===== config.mk =====
export PLATFORM = sky130hd
export DESIGN_NAME = two_class_queue_scheduler
export DESIGN_NICKNAME = d
export VERILOG_FILES = /design/src/rtl/core/tcqs_pkg.sv /design/src/rtl/core/two_class_queue_scheduler.sv
export SDC_FILE = /design/constraint.sdc
export NUM_CORES = 2
export LEC_CHECK = 0
export ABC_CLOCK_PERIOD_IN_PS = 7000
export BUFFER_PORTS_ARGS = -buffer_cell sky130_fd_sc_hd__buf_2
export CAP_MARGIN = 10
export CORE_MARGIN = 2
export CORE_UTILIZATION = 55
export DETAILED_ROUTE_END_ITERATION = 8
export PLACE_DENSITY = 0.72
export RECOVER_POWER = 100
export SLEW_MARGIN = 25
export SYNTH_ARGS = -nofsm -noshare
export SYNTH_HDL_FRONTEND = slang
export SYNTH_SLANG_ARGS = --single-unit

===== constraint.sdc =====
create_clock -name clk -period 7 [get_ports clk]
set_clock_uncertainty 0.1 [all_clocks]
set_input_delay 0.7 -clock clk [delete_from_list [all_inputs] [get_ports clk]]
set_output_delay 0.7 -clock clk [all_outputs]
set_load 0.1 [all_outputs]

===== src/rtl/core/tcqs_pkg.sv =====
package tcqs_pkg;

  // queue geometry
  localparam int QUEUE_DEPTH = 64;
  localparam int TAG_BITS    = 16;
  localparam int PTR_BITS    = $clog2(QUEUE_DEPTH);
  localparam int CNT_BITS    = $clog2(QUEUE_DEPTH + 1);
  localparam int SUM_BITS    = CNT_BITS + 1;
  localparam int RATIO_BITS  = 4;
  localparam int PROD_BITS   = RATIO_BITS + CNT_BITS;

  // stream widths
  localparam int OP_BITS     = 2;
  localparam int STATUS_BITS = 3;
  localparam int IN_TDATA_W  = ((TAG_BITS + 7) / 8) * 8;
  localparam int OUT_RAW_W   = 3 * TAG_BITS + 3 * CNT_BITS;
  localparam int OUT_TDATA_W = ((OUT_RAW_W + 7) / 8) * 8;

  localparam logic [RATIO_BITS-1:0] RATIO_RESET = RATIO_BITS'(3);

  typedef logic [TAG_BITS-1:0]    tag_t;
  typedef logic [PTR_BITS-1:0]    ptr_t;
  typedef logic [CNT_BITS-1:0]    cnt_t;
  typedef logic [STATUS_BITS-1:0] status_t;

  // request kinds
  localparam logic [OP_BITS-1:0] OP_ENQ_NORMAL   = 2'd0;
  localparam logic [OP_BITS-1:0] OP_ENQ_PRIORITY = 2'd1;
  localparam logic [OP_BITS-1:0] OP_SERVE        = 2'd2;

  // result status codes
  localparam status_t ST_ENQUEUED   = 3'd0;
  localparam status_t ST_SERVED_N   = 3'd1;
  localparam status_t ST_SERVED_P   = 3'd2;
  localparam status_t ST_BOTH_EMPTY = 3'd3;
  localparam status_t ST_FULL_DROP  = 3'd4;

  typedef enum logic {
    S_IDLE,
    S_READ
  } sched_state_t;

  // circular index of head plus offset
  function automatic ptr_t ptr_add(input ptr_t head, input cnt_t offs);
    logic [SUM_BITS-1:0] sum;
    sum = SUM_BITS'(head) + SUM_BITS'(offs);
    if (sum >= SUM_BITS'(QUEUE_DEPTH)) begin
      sum = sum - SUM_BITS'(QUEUE_DEPTH);
    end
    return sum[PTR_BITS-1:0];
  endfunction

  // head advance with wrap
  function automatic ptr_t ptr_inc(input ptr_t head);
    if (head == PTR_BITS'(QUEUE_DEPTH - 1)) begin
      return '0;
    end
    return head + PTR_BITS'(1);
  endfunction

endpackage


===== src/rtl/core/two_class_queue_scheduler.sv =====
// an enqueue request loads its result into the output register in the cycle after accept,
// a serve first reads the store into its read register, then loads the output register
// one enqueue per cycle unless the output stalls; requests wait while a serve reads the store
// reset: rst_n synchronous active low clears heads, fills, tail tags and the output valid,
// and sets starvation_ratio to 3; the store memories are not cleared
module two_class_queue_scheduler (
  input  logic                               clk,
  input  logic                               rst_n,
  // configuration: starvation_ratio
  input  logic                               cfg_we,
  input  logic [tcqs_pkg::RATIO_BITS-1:0]    cfg_wdata,
  // request channel
  input  logic                               in_tvalid,
  output logic                               in_tready,
  input  logic [tcqs_pkg::IN_TDATA_W-1:0]    in_tdata,   // tag_in
  input  logic [tcqs_pkg::OP_BITS-1:0]       in_tuser,   // op
  // result channel
  output logic                               out_tvalid,
  input  logic                               out_tready,
  // served_tag, position, normal_count, priority_count, normal_last_tag,
  // priority_last_tag, zero pad
  output logic [tcqs_pkg::OUT_TDATA_W-1:0]   out_tdata,
  output logic [tcqs_pkg::STATUS_BITS-1:0]   out_tuser   // status
);
  import tcqs_pkg::*;

  // store memories
  tag_t mem_n [QUEUE_DEPTH];
  tag_t mem_p [QUEUE_DEPTH];

  sched_state_t state_r, state_nxt;

  logic [RATIO_BITS-1:0] ratio_r, ratio_nxt;
  ptr_t    n_head_r, n_head_nxt, p_head_r, p_head_nxt;
  cnt_t    n_fill_r, n_fill_nxt, p_fill_r, p_fill_nxt;
  tag_t    n_tail_r, n_tail_nxt, p_tail_r, p_tail_nxt;
  logic    pend_p_r, pend_p_nxt;
  tag_t    rd_n_r, rd_p_r;

  // output register
  logic    out_valid_r, out_valid_nxt;
  status_t out_status_r, out_status_nxt;
  tag_t    out_served_r, out_served_nxt;
  cnt_t    out_pos_r, out_pos_nxt;
  cnt_t    out_ncnt_r, out_ncnt_nxt;
  cnt_t    out_pcnt_r, out_pcnt_nxt;
  tag_t    out_nlast_r, out_nlast_nxt;
  tag_t    out_plast_r, out_plast_nxt;

  logic    acc;
  logic    wr_n_en, wr_p_en, rd_n_en, rd_p_en;
  ptr_t    wr_n_addr, wr_p_addr;
  tag_t    tag;
  logic [PROD_BITS-1:0] guard_prod;
  logic    take_normal;

  assign acc = in_tvalid && in_tready;
  assign tag = in_tdata[TAG_BITS-1:0];
  assign guard_prod = PROD_BITS'(ratio_r) * PROD_BITS'(p_fill_r);
  assign take_normal = (p_fill_r == '0) || (PROD_BITS'(n_fill_r) > guard_prod);
  assign wr_n_addr = ptr_add(n_head_r, n_fill_r);
  assign wr_p_addr = ptr_add(p_head_r, p_fill_r);

  // next state
  always_comb begin
    state_nxt = state_r;
    unique case (state_r)
      S_IDLE: begin
        if (acc && in_tuser[1] && ((n_fill_r != '0) || (p_fill_r != '0))) begin
          state_nxt = S_READ;
        end
      end
      S_READ: state_nxt = S_IDLE;
      default: state_nxt = S_IDLE;
    endcase
  end

  // handshake outputs
  always_comb begin
    in_tready = 1'b0;
    unique case (state_r)
      S_IDLE:  in_tready = !out_valid_r || out_tready;
      S_READ:  in_tready = 1'b0;
      default: in_tready = 1'b0;
    endcase
  end

  // queue update and result assembly
  always_comb begin
    ratio_nxt      = cfg_we ? cfg_wdata : ratio_r;
    n_head_nxt     = n_head_r;
    p_head_nxt     = p_head_r;
    n_fill_nxt     = n_fill_r;
    p_fill_nxt     = p_fill_r;
    n_tail_nxt     = n_tail_r;
    p_tail_nxt     = p_tail_r;
    pend_p_nxt     = pend_p_r;
    wr_n_en        = 1'b0;
    wr_p_en        = 1'b0;
    rd_n_en        = 1'b0;
    rd_p_en        = 1'b0;
    out_valid_nxt  = out_valid_r && !out_tready;
    out_status_nxt = out_status_r;
    out_served_nxt = out_served_r;
    out_pos_nxt    = out_pos_r;
    out_ncnt_nxt   = out_ncnt_r;
    out_pcnt_nxt   = out_pcnt_r;
    out_nlast_nxt  = out_nlast_r;
    out_plast_nxt  = out_plast_r;

    if (acc) begin
      out_status_nxt = ST_ENQUEUED;
      out_served_nxt = '0;
      out_pos_nxt    = '0;
      if (in_tuser[1]) begin
        // serve request
        if ((n_fill_r == '0) && (p_fill_r == '0)) begin
          out_status_nxt = ST_BOTH_EMPTY;
          out_valid_nxt  = 1'b1;
        end else if (take_normal) begin
          rd_n_en        = 1'b1;
          pend_p_nxt     = 1'b0;
          n_head_nxt     = ptr_inc(n_head_r);
          n_fill_nxt     = n_fill_r - CNT_BITS'(1);
          if (n_fill_r == CNT_BITS'(1)) begin
            n_tail_nxt = '0;
          end
          out_status_nxt = ST_SERVED_N;
        end else begin
          rd_p_en        = 1'b1;
          pend_p_nxt     = 1'b1;
          p_head_nxt     = ptr_inc(p_head_r);
          p_fill_nxt     = p_fill_r - CNT_BITS'(1);
          if (p_fill_r == CNT_BITS'(1)) begin
            p_tail_nxt = '0;
          end
          out_status_nxt = ST_SERVED_P;
        end
      end else if (in_tuser[0] == OP_ENQ_PRIORITY[0]) begin
        // enqueue priority
        out_valid_nxt = 1'b1;
        if (p_fill_r == CNT_BITS'(QUEUE_DEPTH)) begin
          out_status_nxt = ST_FULL_DROP;
        end else begin
          wr_p_en     = 1'b1;
          p_fill_nxt  = p_fill_r + CNT_BITS'(1);
          p_tail_nxt  = tag;
          out_pos_nxt = p_fill_r + CNT_BITS'(1);
        end
      end else begin
        // enqueue normal
        out_valid_nxt = 1'b1;
        if (n_fill_r == CNT_BITS'(QUEUE_DEPTH)) begin
          out_status_nxt = ST_FULL_DROP;
        end else begin
          wr_n_en     = 1'b1;
          n_fill_nxt  = n_fill_r + CNT_BITS'(1);
          n_tail_nxt  = tag;
          out_pos_nxt = n_fill_r + CNT_BITS'(1);
        end
      end
      out_ncnt_nxt  = n_fill_nxt;
      out_pcnt_nxt  = p_fill_nxt;
      out_nlast_nxt = n_tail_nxt;
      out_plast_nxt = p_tail_nxt;
    end

    // popped tag arrives from the store
    if (state_r == S_READ) begin
      out_served_nxt = pend_p_r ? rd_p_r : rd_n_r;
      out_valid_nxt  = 1'b1;
    end
  end

  // store memories, one write and one registered read each
  always_ff @(posedge clk) begin
    if (wr_n_en) begin
      mem_n[wr_n_addr] <= tag;
    end
    if (rd_n_en) begin
      rd_n_r <= mem_n[n_head_r];
    end
  end

  always_ff @(posedge clk) begin
    if (wr_p_en) begin
      mem_p[wr_p_addr] <= tag;
    end
    if (rd_p_en) begin
      rd_p_r <= mem_p[p_head_r];
    end
  end

  // control registers
  always_ff @(posedge clk) begin
    if (!rst_n) begin
      state_r     <= S_IDLE;
      ratio_r     <= RATIO_RESET;
      n_head_r    <= '0;
      p_head_r    <= '0;
      n_fill_r    <= '0;
      p_fill_r    <= '0;
      n_tail_r    <= '0;
      p_tail_r    <= '0;
      pend_p_r    <= 1'b0;
      out_valid_r <= 1'b0;
    end else begin
      state_r     <= state_nxt;
      ratio_r     <= ratio_nxt;
      n_head_r    <= n_head_nxt;
      p_head_r    <= p_head_nxt;
      n_fill_r    <= n_fill_nxt;
      p_fill_r    <= p_fill_nxt;
      n_tail_r    <= n_tail_nxt;
      p_tail_r    <= p_tail_nxt;
      pend_p_r    <= pend_p_nxt;
      out_valid_r <= out_valid_nxt;
    end
  end

  // result payload
  always_ff @(posedge clk) begin
    out_status_r <= out_status_nxt;
    out_served_r <= out_served_nxt;
    out_pos_r    <= out_pos_nxt;
    out_ncnt_r   <= out_ncnt_nxt;
    out_pcnt_r   <= out_pcnt_nxt;
    out_nlast_r  <= out_nlast_nxt;
    out_plast_r  <= out_plast_nxt;
  end

  assign out_tvalid = out_valid_r;
  assign out_tuser  = out_status_r;
  assign out_tdata  = OUT_TDATA_W'({out_plast_r, out_nlast_r, out_pcnt_r, out_ncnt_r,
                                    out_pos_r, out_served_r});

  // checks
  a_read_out_free: assert property (@(posedge clk) disable iff (!rst_n)
    (state_r == S_READ) |-> !out_valid_r)
    else $error("serve read pending while output register is occupied");

  a_fill_bound: assert property (@(posedge clk) disable iff (!rst_n)
    (n_fill_r <= CNT_BITS'(QUEUE_DEPTH)) && (p_fill_r <= CNT_BITS'(QUEUE_DEPTH)))
    else $error("queue fill beyond depth");

  a_empty_tail: assert property (@(posedge clk) disable iff (!rst_n)
    ((n_fill_r == '0) |-> (n_tail_r == '0)) and ((p_fill_r == '0) |-> (p_tail_r == '0)))
    else $error("empty queue holds a tail tag");

  a_enq_result: assert property (@(posedge clk) disable iff (!rst_n)
    (acc && !in_tuser[1]) |=> (out_valid_r && (state_r == S_IDLE)))
    else $error("enqueue request produced no result");

endmodule

==> results.sh <==
export IMPL_outcome="complete, but fails checks"
export IMPL_violations="capacitance limit, slew limit"
export IMPL_die_h_um=402
export IMPL_max_cap_violations=43
export IMPL_start_kind="register"
export IMPL_required_ns=7.35
export IMPL_cts_clk_slew_worst_paths_ns=0.06
export IMPL_hold_path_end="ratio_r[1]"
export IMPL_cpPeakStageDelay_ns=1.34
export IMPL_rows=146
export IMPL_max_freq_mhz=164
export IMPL_tritoncts="built"
export IMPL_multi_input_area_um2=20200
export IMPL_hold_path_class="input pin to register"
export IMPL_avgSynthCellArea_um2=22.2
export IMPL_ioPinCount=104
export IMPL_worst_path_buf_inv=6
export IMPL_crit_path_frequent_cell="clkbuf_1"
export IMPL_clock_latency_ns=0.85
export IMPL_register_area_um2=65900
export IMPL_yosys_area_top_type_share_pct=74.1
export IMPL_postCtsSetupRepairBufs=0
export IMPL_place_congestion=0.899
export IMPL_cts_sinks=2217
export IMPL_yosysTopAreaCell="edfxtp_1"
export IMPL_ys_async_sr_fraction_pct=0
export IMPL_finalSetupViolCount=0
export IMPL_synth_compound_area_share_pct=2.04
export IMPL_total_power_mw=32.3
export IMPL_setup_slack_ns=0.907
export IMPL_r2r_slack_ns=0.91
export IMPL_yosys_area_share_simple_pct=2.31
export IMPL_grtUsageTotal_pct=25.3
export IMPL_vias_per_cell=6.53
export IMPL_worst_pin_slew_ns=5.31
export IMPL_crit_slowest_cell="clkbuf_1"
export IMPL_coreArea_um2=158000
export IMPL_yosys_most_used_dff="edfxtp_1"
export IMPL_start_util_pct=55.2
export IMPL_synthMuxAreaShare_pct=17.6
export IMPL_hold_depth=3
export IMPL_synth_cells=3931
export IMPL_relSlewSlack_pct=-254
export IMPL_fin_crit_ns=6.09
export IMPL_grt_start_max_net_pins=155
export IMPL_worstSetupPathType="register to register"
export IMPL_cts_inserted_buffers=206
export IMPL_critPathArrivalTime_ns=6.44
export IMPL_end_kind="register"
export IMPL_hold_violations=0
export IMPL_cts_root_buf="clkbuf_16"
export IMPL_vias=42201
export IMPL_synth_enable_flop_cells=2152
export IMPL_cellLeakagePower_nw=29.1
export IMPL_cts_repair_resized=0
export IMPL_cp_top_family="buffers and inverters"
export IMPL_cts_buffer_depth=3
export IMPL_cellPowerDensity_nw_per_um2=334
export IMPL_grt_pass1_vias=41382
export IMPL_hpwl_mm=116
export IMPL_drc=0
export IMPL_synth_fa_ha_area_share_pct=0.878
export IMPL_routed_wirelength_mm=203
export IMPL_syn_to_final_growth_pct=10.9
export IMPL_synth_seq_area_share_pct=75.6
export IMPL_io_buffers=100
export IMPL_slew_viol_final=2446
export IMPL_grt_pass1_wl_mm=295
export IMPL_post_synth_top_count_cell="edfxtp_1"
export IMPL_r2r_start="state_r"
export IMPL_r2r_end="mem_n[55][10]"
export IMPL_worst_path_max_fanout=35
export IMPL_ys_top_cells_by_area="edfxtp_1 (74%), mux4_2 (17%), dfxtp_1 (1.5%), nor2_1 (0.86%), ha_1 (0.60%)"
export IMPL_crit_cells=10
export IMPL_rsz0062_at_grt="false"
export IMPL_placed_area_um2=90900
export IMPL_dieArea_um2=162000
export IMPL_synth_seq_cells=2217
export IMPL_fillCellCount=10718
export IMPL_wl_per_cell_um=31.4
export IMPL_synthXorXnorAreaFrac_pct=0.331
export IMPL_synth_area_um2=87200
export IMPL_reg2regPathDepth=10
export IMPL_gr_total_overflow=0
export IMPL_timing_hold_ws_ns=0.0696
export IMPL_yosysUniqueCellTypes=83
export IMPL_pre_cts_ws_ns=1.67
export IMPL_setup_tns_ns=0
export IMPL_grt_antenna_before_repair=14
export IMPL_ir_drop_uv=287
export IMPL_cts_htree_levels=4
export IMPL_finalCritPeriodShare_pct=87.0
export IMPL_synth_commonest_cells="edfxtp_1 (2152), mux4_2 (672), nor2_1 (201), clkbuf_1 (138), nand2_1 (108)"
export IMPL_drive_gt1_share_pct=24.1
export IMPL_synth_top_family_by_area="multiplexers"
export IMPL_first_iter_violations=6104
export IMPL_final_antenna_net_count=0
export IMPL_path_cells="inv_1, o211ai_1, buf_4, inv_1, clkbuf_1, and2_0, nand4_1, clkbuf_1, nor2_1, clkbuf_1"
export IMPL_first_pass_iters=6
export IMPL_dieWidth_um=402
export IMPL_min_from="cfg_wdata[1]"
export IMPL_finalInstanceArea_um2=96700
export IMPL_fin_nets=4289
export IMPL_yosysWarnings=0
cell type report:
type / instances / area share [%]
Antenna cell: 2 / 0.00517
Clock buffer: 258 / 5.56
Clock inverter: 127 / 1.18
Inverter: 37 / 0.144
Multi-Input combinational cell: 1464 / 20.9
Sequential cell: 2217 / 68.2
Tap cell: 2072 / 2.68
Timing Repair Buffer: 282 / 1.36
per-layer routing:
layer,global-route usage (%),vias to the layer above,share of wire (%)
met4,6.39,10,2.3
li1,-,17185,-
met5,0,-,0.031
met3,5.00,286,11
met1,38.8,22316,40
met2,38.1,2404,47
state kept, by name, summed over array words and instances (netlist names), 4 cells and up:
| signal | cells |
|---|---|
| n_tail_r | 16 |
| out_pos_r | 7 |
| rd_n_r | 16 |
| out_ncnt_r | 7 |
| out_pcnt_r | 7 |
| mem_n | 1024 |
| out_plast_r | 16 |
| ratio_r | 4 |
| n_fill_r | 7 |
| rd_p_r | 16 |
| p_head_r | 6 |
| out_served_r | 16 |
| p_tail_r | 16 |
| n_head_r | 6 |
| mem_p | 1024 |
| p_fill_r | 7 |
| out_nlast_r | 16 |
tightest hold or removal path: stages:
cell     delay (ns)
buf_2          0.11
mux2i_1        0.09
nand2_1        0.07
where the power goes:
group          total (mW)  internal [mW]  switching, mW
Combinational        6.18           2.37           3.81
Clock                10.8           6.00           4.81
Sequential           15.3           15.0          0.353
Total                32.3           23.4           8.98
logic make-up (layout without fill, tap and decap cells):
| logic type | Yosys count | count (layout) |
|---|---|---|
| other | 1 | 5 |
| flip-flops | 2217 | 2217 |
| XOR/XNOR | 33 | 33 |
| AND/OR/NAND/NOR | 446 | 446 |
| AO/OA/AOI/OAI | 232 | 232 |
| buffers and inverters | 252 | 704 |
| adder cells (fa/ha/maj) | 54 | 54 |
| multiplexers | 696 | 696 |
cell usage in the layout, fill, tap and decap left out, types with 42 or more instances in the layout:
master and count:
edfxtp_1 2152, mux4_2 672, clkbuf_1 280, clkbuf_16 207, nor2_1 199, nand2_1 108
dfxtp_1 56, clkinv_1 52, a21oi_1 50, ha_1 42
worst max-delay path by stage:
stage	start	endpoint	slack, ns
global placement	p_fill_r[1]	rd_p_r[8]	1.70
finish	state_r	mem_n[55][10]	0.91
detailed placement	p_fill_r[1]	rd_p_r[9]	1.67
global route	state_r	mem_n[43][11]	0.60
CTS	p_fill_r[1]	rd_p_r[15]	1.64
floorplan	p_fill_r[2]	rd_n_r[0]	1.57
per-stage QoR:
step           utilization [%]  instances
2_1_floorplan                -       3933
3_3_place_gp              57.5       6066
3_5_place_dp              57.5       6067
4_1_cts                   61.7       6456
5_1_grt                   61.2       6457
6_report                  61.2       6459
timing repair:
action / 4_1_cts / 5_1_grt
endpoints found under the hold margin: 4 / 0
hold buffers: 4 / 0
endpoints found under the setup margin: 0 / 0
No activity file was read; power rests on OpenSTA's default activity.
